===== config.mk =====
export PLATFORM = sky130hd
export DESIGN_NAME = edit_distance_one_check
export DESIGN_NICKNAME = d
export VERILOG_FILES = /design/src/eoc_pkg.sv /design/src/eoc_cell.sv /design/src/eoc_eval.sv /design/src/edit_distance_one_check.sv
export VERILOG_INCLUDE_DIRS = /design/src /design/src/src
export SDC_FILE = /design/constraint.sdc
export NUM_CORES = 1
export LEC_CHECK = 0
export BUFFER_PORTS_ARGS = -buffer_cell sky130_fd_sc_hd__buf_2
export CORE_ASPECT_RATIO = 1.2
export CORE_MARGIN = 3
export CORE_UTILIZATION = 30
export DETAILED_ROUTE_END_ITERATION = 16
export PLACE_DENSITY = 0.55
export SYNTH_ARGS = -nofsm -noshare
export SYNTH_HDL_FRONTEND = slang
export SYNTH_HIERARCHICAL = 1
export SYNTH_SLANG_ARGS = --single-unit

===== constraint.sdc =====
create_clock -name clk -period 8.1 [get_ports clk]
set_input_delay 1.62 -clock clk [delete_from_list [all_inputs] [get_ports clk]]
set_output_delay 1.62 -clock clk [all_outputs]
set_load 0.02 [all_outputs]

===== src/edit_distance_one_check_assert.svh =====
// assertion macros shared by the edit distance checker
`ifndef EDIT_DISTANCE_ONE_CHECK_ASSERT_SVH
`define EDIT_DISTANCE_ONE_CHECK_ASSERT_SVH

// same-cycle implication, disabled during reset
`define EOC_ASSERT_NOW(label, clk, rst_n, ante, cons) \
	label: assert property (@(posedge clk) disable iff (!(rst_n)) (ante) |-> (cons)) \
		else $error("eoc check failed");

// next-cycle implication, disabled during reset
`define EOC_ASSERT_NEXT(label, clk, rst_n, ante, cons) \
	label: assert property (@(posedge clk) disable iff (!(rst_n)) (ante) |=> (cons)) \
		else $error("eoc check failed");

`endif


===== src/eoc_pkg.sv =====
// shared types and constants of the edit distance checker
package eoc_pkg;

	localparam int MAX_LEN_DEF = 32;
	localparam int CHAR_W      = 8;
	localparam int ACTION_W    = 2;

	typedef enum logic [ACTION_W-1:0] {
		ACT_FIRST  = 2'd0,
		ACT_SECOND = 2'd1,
		ACT_CMP    = 2'd2,
		ACT_NONE   = 2'd3
	} action_t;

	// per-cell control
	typedef struct packed {
		logic shift;
		logic wr_first;
		logic wr_second;
	} cell_ctl_t;

	// evaluator control
	typedef struct packed {
		logic start;
		logic step;
	} eval_ctl_t;

	// evaluator status back to the sequencer
	typedef struct packed {
		logic done;
		logic within_one_edit;
		logic within_one_edit_or_swap;
		logic single_substitution;
		logic overflow;
	} eval_status_t;

endpackage


===== src/eoc_cell.sv =====
// one character position of both strings, shifts toward the head on compare
module eoc_cell (
	input  logic                          clk,
	input  eoc_pkg::cell_ctl_t            ctl,
	input  logic [eoc_pkg::CHAR_W-1:0]    char_code,
	input  logic [eoc_pkg::CHAR_W-1:0]    next_first,
	input  logic [eoc_pkg::CHAR_W-1:0]    next_second,
	output logic [eoc_pkg::CHAR_W-1:0]    first_char,
	output logic [eoc_pkg::CHAR_W-1:0]    second_char
);

	logic [eoc_pkg::CHAR_W-1:0] first_q;
	logic [eoc_pkg::CHAR_W-1:0] second_q;

	always_ff @(posedge clk) begin
		if (ctl.shift) begin
			first_q  <= next_first;
			second_q <= next_second;
		end else begin
			if (ctl.wr_first) begin
				first_q <= char_code;
			end
			if (ctl.wr_second) begin
				second_q <= char_code;
			end
		end
	end

	assign first_char  = first_q;
	assign second_char = second_q;

endmodule


===== src/eoc_eval.sv =====
// head-of-chain evaluator: walks positions as the cells shift past it
module eoc_eval #(
	parameter int MaxLen = eoc_pkg::MAX_LEN_DEF
) (
	input  logic                                clk,
	input  logic                                arst_n,
	input  eoc_pkg::eval_ctl_t                  ctl,
	input  logic [$clog2(MaxLen+1)-1:0]         len_first,
	input  logic [$clog2(MaxLen+1)-1:0]         len_second,
	input  logic                                overflow_in,
	input  logic [eoc_pkg::CHAR_W-1:0]          a0,
	input  logic [eoc_pkg::CHAR_W-1:0]          a1,
	input  logic [eoc_pkg::CHAR_W-1:0]          b0,
	input  logic [eoc_pkg::CHAR_W-1:0]          b1,
	output eoc_pkg::eval_status_t               status
);

	localparam int LW = $clog2(MaxLen + 1);

	logic [LW-1:0] pos_q;
	logic [LW-1:0] lf_q;
	logic [LW-1:0] ls_q;
	logic [LW-1:0] last_q;
	logic [1:0]    ndiff_q;
	logic          cand_q;
	logic          pre_f_q;
	logic          ok_f_q;
	logic          pre_s_q;
	logic          ok_s_q;
	logic          ovf_q;

	logic eq;
	logic in_f;
	logic in_s;
	logic len_eq;
	logic f_long;
	logic s_long;
	logic sub;
	logic swap;
	logic edit;

	assign eq   = (a0 == b0);
	// first string longer: shorter is second, so mask by its length
	assign in_f = (pos_q < ls_q);
	assign in_s = (pos_q < lf_q);

	always_ff @(posedge clk or negedge arst_n) begin
		if (!arst_n) begin
			pos_q   <= '0;
			lf_q    <= '0;
			ls_q    <= '0;
			last_q  <= '0;
			ndiff_q <= '0;
			cand_q  <= 1'b0;
			pre_f_q <= 1'b1;
			ok_f_q  <= 1'b1;
			pre_s_q <= 1'b1;
			ok_s_q  <= 1'b1;
			ovf_q   <= 1'b0;
		end else if (ctl.start) begin
			pos_q   <= '0;
			lf_q    <= len_first;
			ls_q    <= len_second;
			last_q  <= (len_first > len_second) ? len_first : len_second;
			ndiff_q <= '0;
			cand_q  <= 1'b0;
			pre_f_q <= 1'b1;
			ok_f_q  <= 1'b1;
			pre_s_q <= 1'b1;
			ok_s_q  <= 1'b1;
			ovf_q   <= overflow_in;
		end else if (ctl.step) begin
			pos_q <= pos_q + LW'(1);
			if (!eq && ndiff_q != 2'd3) begin
				ndiff_q <= ndiff_q + 2'd1;
			end
			// cross check of a possible adjacent swap at the first mismatch
			if (!eq && ndiff_q == 2'd0) begin
				cand_q <= (a0 == b1) && (a1 == b0);
			end
			if (in_f && !(pre_f_q && eq)) begin
				pre_f_q <= 1'b0;
				ok_f_q  <= ok_f_q & (a1 == b0);
			end
			if (in_s && !(pre_s_q && eq)) begin
				pre_s_q <= 1'b0;
				ok_s_q  <= ok_s_q & (b1 == a0);
			end
		end
	end

	assign len_eq = (lf_q == ls_q);
	assign f_long = ({1'b0, lf_q} == ({1'b0, ls_q} + (LW+1)'(1)));
	assign s_long = ({1'b0, ls_q} == ({1'b0, lf_q} + (LW+1)'(1)));
	assign sub    = len_eq && (ndiff_q == 2'd1);
	assign swap   = len_eq && (ndiff_q == 2'd2) && cand_q;
	assign edit   = sub || (f_long && ok_f_q) || (s_long && ok_s_q);

	assign status.done                    = (pos_q == last_q);
	assign status.within_one_edit         = edit;
	assign status.within_one_edit_or_swap = edit || swap;
	assign status.single_substitution     = sub;
	assign status.overflow                = ovf_q;

endmodule


===== src/edit_distance_one_check.sv =====
// top level of the one-edit-away string checker
//
// usage:
//  - input channel s_axis: tuser[1:0] carries the action, tdata[7:0] the byte.
//    action 0 appends the byte to the first string, 1 to the second string,
//    2 compares the two strings and clears them, 3 is taken and ignored
//  - output channel m_axis: one item per compare, tdata bits from the lowest:
//    within_one_edit, within_one_edit_or_swap, single_substitution, overflow
//  - both strings live in a row of MaxLen cells, one byte pair per cell.
//    an append writes the cell at the current length, one item per cycle
//    while idle. bytes past MaxLen are dropped and set the overflow flag
//  - a compare shifts the row toward the head one cell per cycle; an
//    evaluator at the head looks at cells 0 and 1 and folds the result.
//    the compare holds the input until the walk over the longer string ends
//    and its result moves into the output register, which drives m_axis
//  - the result sits in an output register; appends for the next compare
//    proceed while it waits. a further compare finishes its walk and then
//    holds until the receiver frees the register
//  - reset clears lengths, overflow and the output valid; byte cells keep
//    whatever they held, they are only read below the written length
module edit_distance_one_check #(
	parameter int MaxLen = eoc_pkg::MAX_LEN_DEF
) (
	input  logic       clk,
	input  logic       arst_n,
	input  logic       s_axis_tvalid,
	output logic       s_axis_tready,
	input  logic [7:0] s_axis_tdata,   // char_code
	input  logic [1:0] s_axis_tuser,   // action
	output logic       m_axis_tvalid,
	input  logic       m_axis_tready,
	output logic [7:0] m_axis_tdata    // within_one_edit, within_one_edit_or_swap,
	                                   // single_substitution, overflow, 4 zero bits
);

	`include "edit_distance_one_check_assert.svh"

	localparam int LW = $clog2(MaxLen + 1);

	typedef enum logic {
		ST_IDLE,
		ST_SCAN
	} state_t;

	state_t        state_q;
	logic [LW-1:0] first_len_q;
	logic [LW-1:0] second_len_q;
	logic          ovf_q;
	logic          out_valid_q;
	logic [3:0]    out_flags_q;

	logic accept;
	logic is_first;
	logic is_second;
	logic is_cmp;
	logic out_free;
	logic out_load;
	logic scan_step;

	eoc_pkg::eval_ctl_t    ev_ctl;
	eoc_pkg::eval_status_t ev_status;

	// byte rows, the extra slot past the last cell feeds zeros on shift
	logic [eoc_pkg::CHAR_W-1:0] first_row  [0:MaxLen];
	logic [eoc_pkg::CHAR_W-1:0] second_row [0:MaxLen];

	assign s_axis_tready = (state_q == ST_IDLE);
	assign accept        = s_axis_tvalid && s_axis_tready;
	assign is_first      = accept && (s_axis_tuser == eoc_pkg::ACT_FIRST);
	assign is_second     = accept && (s_axis_tuser == eoc_pkg::ACT_SECOND);
	assign is_cmp        = accept && (s_axis_tuser == eoc_pkg::ACT_CMP);
	assign out_free      = !out_valid_q || m_axis_tready;
	// finished walk moves into the output register
	assign out_load      = (state_q == ST_SCAN) && ev_status.done && out_free;
	assign scan_step     = (state_q == ST_SCAN) && !ev_status.done;

	assign ev_ctl.start = is_cmp;
	assign ev_ctl.step  = scan_step;

	assign first_row[MaxLen]  = '0;
	assign second_row[MaxLen] = '0;

	// row of character cells
	for (genvar i = 0; i < MaxLen; i++) begin : g_cell
		eoc_pkg::cell_ctl_t cell_ctl;

		assign cell_ctl.shift     = scan_step;
		assign cell_ctl.wr_first  = is_first && (first_len_q == LW'(i));
		assign cell_ctl.wr_second = is_second && (second_len_q == LW'(i));

		eoc_cell u_cell (
			.clk         (clk),
			.ctl         (cell_ctl),
			.char_code   (s_axis_tdata),
			.next_first  (first_row[i+1]),
			.next_second (second_row[i+1]),
			.first_char  (first_row[i]),
			.second_char (second_row[i])
		);
	end

	eoc_eval #(
		.MaxLen (MaxLen)
	) u_eval (
		.clk         (clk),
		.arst_n      (arst_n),
		.ctl         (ev_ctl),
		.len_first   (first_len_q),
		.len_second  (second_len_q),
		.overflow_in (ovf_q),
		.a0          (first_row[0]),
		.a1          (first_row[1]),
		.b0          (second_row[0]),
		.b1          (second_row[1]),
		.status      (ev_status)
	);

	// sequencer, string lengths and output register
	always_ff @(posedge clk or negedge arst_n) begin
		if (!arst_n) begin
			state_q      <= ST_IDLE;
			first_len_q  <= '0;
			second_len_q <= '0;
			ovf_q        <= 1'b0;
			out_valid_q  <= 1'b0;
			out_flags_q  <= '0;
		end else begin
			if (out_load) begin
				out_valid_q <= 1'b1;
				out_flags_q <= {ev_status.overflow,
				                ev_status.single_substitution,
				                ev_status.within_one_edit_or_swap,
				                ev_status.within_one_edit};
			end else if (m_axis_tready) begin
				out_valid_q <= 1'b0;
			end
			unique case (state_q)
				ST_IDLE: begin
					if (is_first) begin
						if (first_len_q < LW'(MaxLen)) begin
							first_len_q <= first_len_q + LW'(1);
						end else begin
							ovf_q <= 1'b1;
						end
					end
					if (is_second) begin
						if (second_len_q < LW'(MaxLen)) begin
							second_len_q <= second_len_q + LW'(1);
						end else begin
							ovf_q <= 1'b1;
						end
					end
					// lengths and overflow go to the evaluator, then clear
					if (is_cmp) begin
						first_len_q  <= '0;
						second_len_q <= '0;
						ovf_q        <= 1'b0;
						state_q      <= ST_SCAN;
					end
				end
				ST_SCAN: begin
					if (out_load) begin
						state_q <= ST_IDLE;
					end
				end
				default: begin
					state_q <= ST_IDLE;
				end
			endcase
		end
	end

	assign m_axis_tvalid = out_valid_q;
	assign m_axis_tdata  = {4'b0000, out_flags_q};

	// a compare blocks the input in the cycle after it is taken
	`EOC_ASSERT_NEXT(a_cmp_blocks_input, clk, arst_n, is_cmp, !s_axis_tready)
	// lengths are cleared for the whole walk
	`EOC_ASSERT_NOW(a_scan_cleared, clk, arst_n, state_q == ST_SCAN,
		first_len_q == '0 && second_len_q == '0 && !ovf_q)
	// lengths stay within the row
	`EOC_ASSERT_NOW(a_len_bound, clk, arst_n, 1'b1,
		first_len_q <= LW'(MaxLen) && second_len_q <= LW'(MaxLen))
	// a finished walk with room downstream always presents a result
	`EOC_ASSERT_NEXT(a_result_loaded, clk, arst_n,
		state_q == ST_SCAN && ev_status.done && out_free,
		m_axis_tvalid && s_axis_tready)

endmodule

==> qor.txt <==
Outcome -> completed
Max stage delay on crit path -> 790 ps
Layout cells sized above 1 -> 38.5%
RSZ-0062 raised after global routing -> false
Gpl congestion -> 0.751
FF+latch count, synth -> 563
Clock Path Buffers -> 3
Final Hold Vio Count -> 0
First-pass GRT wire length -> 83.8 mm
Fin Clk Skew -> 17.9 ps
Max Slew Vio Count -> 0
Die area -> 95600 um^2
Number of I/O pins -> 24
Slew HR -> 21.2%
IO buf count -> 19
Startpoint types -> primary input
Clock latency on the worst-skew pair -> 610 ps
Final Critical Period -> 3440 ps
Fin cells -> 2934
Register Area -> 16700 um^2
Synth warn -> 6
Leakage -> 0.0114 uW
Netlist cell types -> 58
FILL cells -> 8759
Nets -> 1701
Post-Syn Area -> 27600 um^2
Clk slew on worst S/H paths -> 60 ps
Largest net degree at the start of global routing -> 180
Max_cap viols -> 0
Wire length per cell -> 18.4 um
Area growth syn-to-layout -> 9.32%
Yosys top cell area share -> 55.8%
Num CTS Buffers -> 56
DP Cell Count -> 2828
Crit Path Category -> primary input to register
Critical path peak fanout -> 15
Slowest CP cell -> nor3b_2
Initial Util -> 30.3%
Post-synth EDFFs -> 512
Syn_area_per_cell -> 16.9 um^2
Ys flop type -> edfxtp_1
Drt via density -> 4.50
Core Footprint -> 91000 um^2
Number of global-route vias before repair -> 14200
Crit end category -> register
Routed Antenna Nets -> 0
Post-Syn Instances -> 1633
Top cells by area, synth -> edfxtp_1 (56%), mux2_4 (14%), mux2_2 (11%)
Hold crit path type -> register to register
PostCTS Resize Cnt -> 0
Clk sink count -> 563
Asr flop ratio synth -> 9.06%
PwrDens -> 462 nW/um^2
Crit-path cells -> buf_2, nor3b_2, nand4_1, nor2_1, or2_1
Cts hold-fix bufs -> 0
All-Layer GR Usage -> 11.3%
Worst Max-Slew Pin Slew -> 1180 ps
Drt first pass iters -> 5
Die height -> 338 um
Final wirelength -> 53.9 mm
Std cell rows -> 121
Worst endpoint data arrival time -> 3710 ps
Root buffer cell -> clkbuf_16
Congestion Overflow GR -> 0
Final worst-path cycle share -> 42.5%
Most instantiated library cell after synthesis -> edfxtp_1
Setup violators final -> 0
Peak Freq -> 0.290 GHz
Horiz. Die Dim -> 283 um
Setup TNS -> 0 ps
Area of the multi-input gates -> 9750 um^2
DP HPWL -> 32.0 mm
Most common library cells after synthesis -> edfxtp_1 (512), mux2_2 (263), mux2_4 (256)
Via Count -> 13200
CTS H-tree lvls -> 2
Seq/Total Area, Yosys -> 60.4%
Data required, critical path -> 8370 ps
Drt initial violations -> 879
TritonCTS clock tree -> yes
Post-synth top area cell -> edfxtp_1
Max IR drop VDD -> 0.402 mV
Initial antenna violation count -> 0
# DRC -> 0
Post-CTS setup repair buffer count -> 0
[cell usage in the layout (no fill, tap or decap), types with 5 or more instances in the layout]
cell type and n:
a21o_1 7, a21oi_1 13, and2_1 26, and3_1 12, buf_2 19, buf_4 15, clkbuf_1 13, clkbuf_16 60
clkinv_1 9, clkinv_2 10, conb_1 20, dfrtp_1 47, edfxtp_1 512, ha_1 31, inv_1 32, mux2_2 263
mux2_4 256, mux2i_1 7, nand2_1 34, nand2b_1 12, nand3_1 28, nand4_1 11, nor2_1 42, nor3_1 10
nor4_1 12, o21ai_0 20, o221ai_1 5, or2_1 65, or2_2 5, xnor2_1 15, xor2_1 31
[final cells by class]
cell class                      instances  area share [%]
Clock inverter                         29           0.801
Antenna cell                            1         0.00830
Clock buffer                           76            5.26
Tap cell                             1230            5.11
Multi-Input combinational cell        967            32.3
Inverter                               32           0.399
Timing Repair Buffer                   36           0.822
Sequential cell                       563            55.3
[per-stage QoR]
| stage | utilization (%) | total power, uW | area (um^2) | setup slack, ps | hold WS, ps |
|---|---|---|---|---|---|
| after floorplan | - | 10900 | 27600 | 4060 | 482 |
| after global placement | 31.1 | 11300 | 28300 | 4080 | 484 |
| after detailed placement | 31.1 | 11400 | 28300 | 4000 | 500 |
| after CTS | 33.1 | 14100 | 30100 | 4650 | 517 |
| after global routing | 33.1 | 14700 | 30100 | 4500 | 525 |
| final | 33.1 | 13900 | 30100 | 4660 | 514 |
[kinds of logic (layout without fill, tap and decap cells)]
| group | count (synthesis) | in the layout | synth area share, % |
|---|---|---|---|
| other cells | 1 | 21 | 0.0136 |
| fa+ha+maj | 31 | 31 | 1.41 |
| mux | 527 | 527 | 25.0 |
| flops | 563 | 563 | 60.4 |
| buf+inv | 122 | 173 | 4.53 |
| xor+xnor | 47 | 47 | 1.52 |
| simple gates | 279 | 279 | 5.61 |
| compound gates | 63 | 63 | 1.48 |
[report_power, final]
group          leakage (uW)  internal, uW  total (uW)  switching [uW]
Sequential          0.00577          5580        6200             620
Clock              0.000899          1470        2560            1090
Combinational       0.00474          2780        5180            2400
Total                0.0114          9830       13900            4110
[registers in the layout (all words and copies together) (netlist names)]
signal	cells
first_len_q	6
g_cell.u_cell/first_char	256
g_cell.u_cell/second_char	256
m_axis_tvalid	1
out_flags_q	4
ovf_q	1
second_len_q	6
state_q	1
u_eval/cand_q	1
u_eval/last_q	6
u_eval/lf_q	6
u_eval/ls_q	6
u_eval/ndiff_q	2
u_eval/ok_f_q	1
u_eval/ok_s_q	1
u_eval/ovf_q	1
u_eval/pos_q	6
u_eval/pre_f_q	1
u_eval/pre_s_q	1
[critical path, delay by kind of cell]
| kind | cells | cell delay (ps) |
|---|---|---|
| AND/OR/NAND/NOR | 4 | 1950 |
| buffers and inverters | 1 | 140 |
[worst paths after layout]
| kind | start | end | slack [ps] | cells after the start |
|---|---|---|---|---|
| setup / recovery | s_axis_tuser[1] | g_cell[0].u_cell/first_char[1]$_DFFE_PP_ | 4660 | 5 |
| hold / removal | u_eval/ovf_q$_DFFE_PN0P_ | u_eval/ovf_q$_DFFE_PN0P_ | 510 | 1 |
| setup reg to reg | u_eval/pos_q[0]$_DFFE_PN0P_ | g_cell[22].u_cell/first_char[4]$_DFFE_PP_ | 4740 | 7 |
| hold reg to reg | u_eval/ovf_q$_DFFE_PN0P_ | u_eval/ovf_q$_DFFE_PN0P_ | 510 | 1 |
| max in group asynchronous | arst_n | first_len_q[4]$_DFFE_PN0P_ | 6510 | 2 |
| min in group asynchronous | arst_n | out_flags_q[2]$_DFFE_PN0P_ | 1120 | 2 |
[per-layer routing]
metal | vias up | wire length [um] | global-route usage [%]
met5 | - | 0 | 0
met2 | 196 | 26900 | 19.7
met3 | 73 | 1850 | 2.09
li1 | 6192 | - | -
met4 | 0 | 1250 | 3.15
met1 | 6749 | 23900 | 14.3
(Power assumes the default switching activity.)
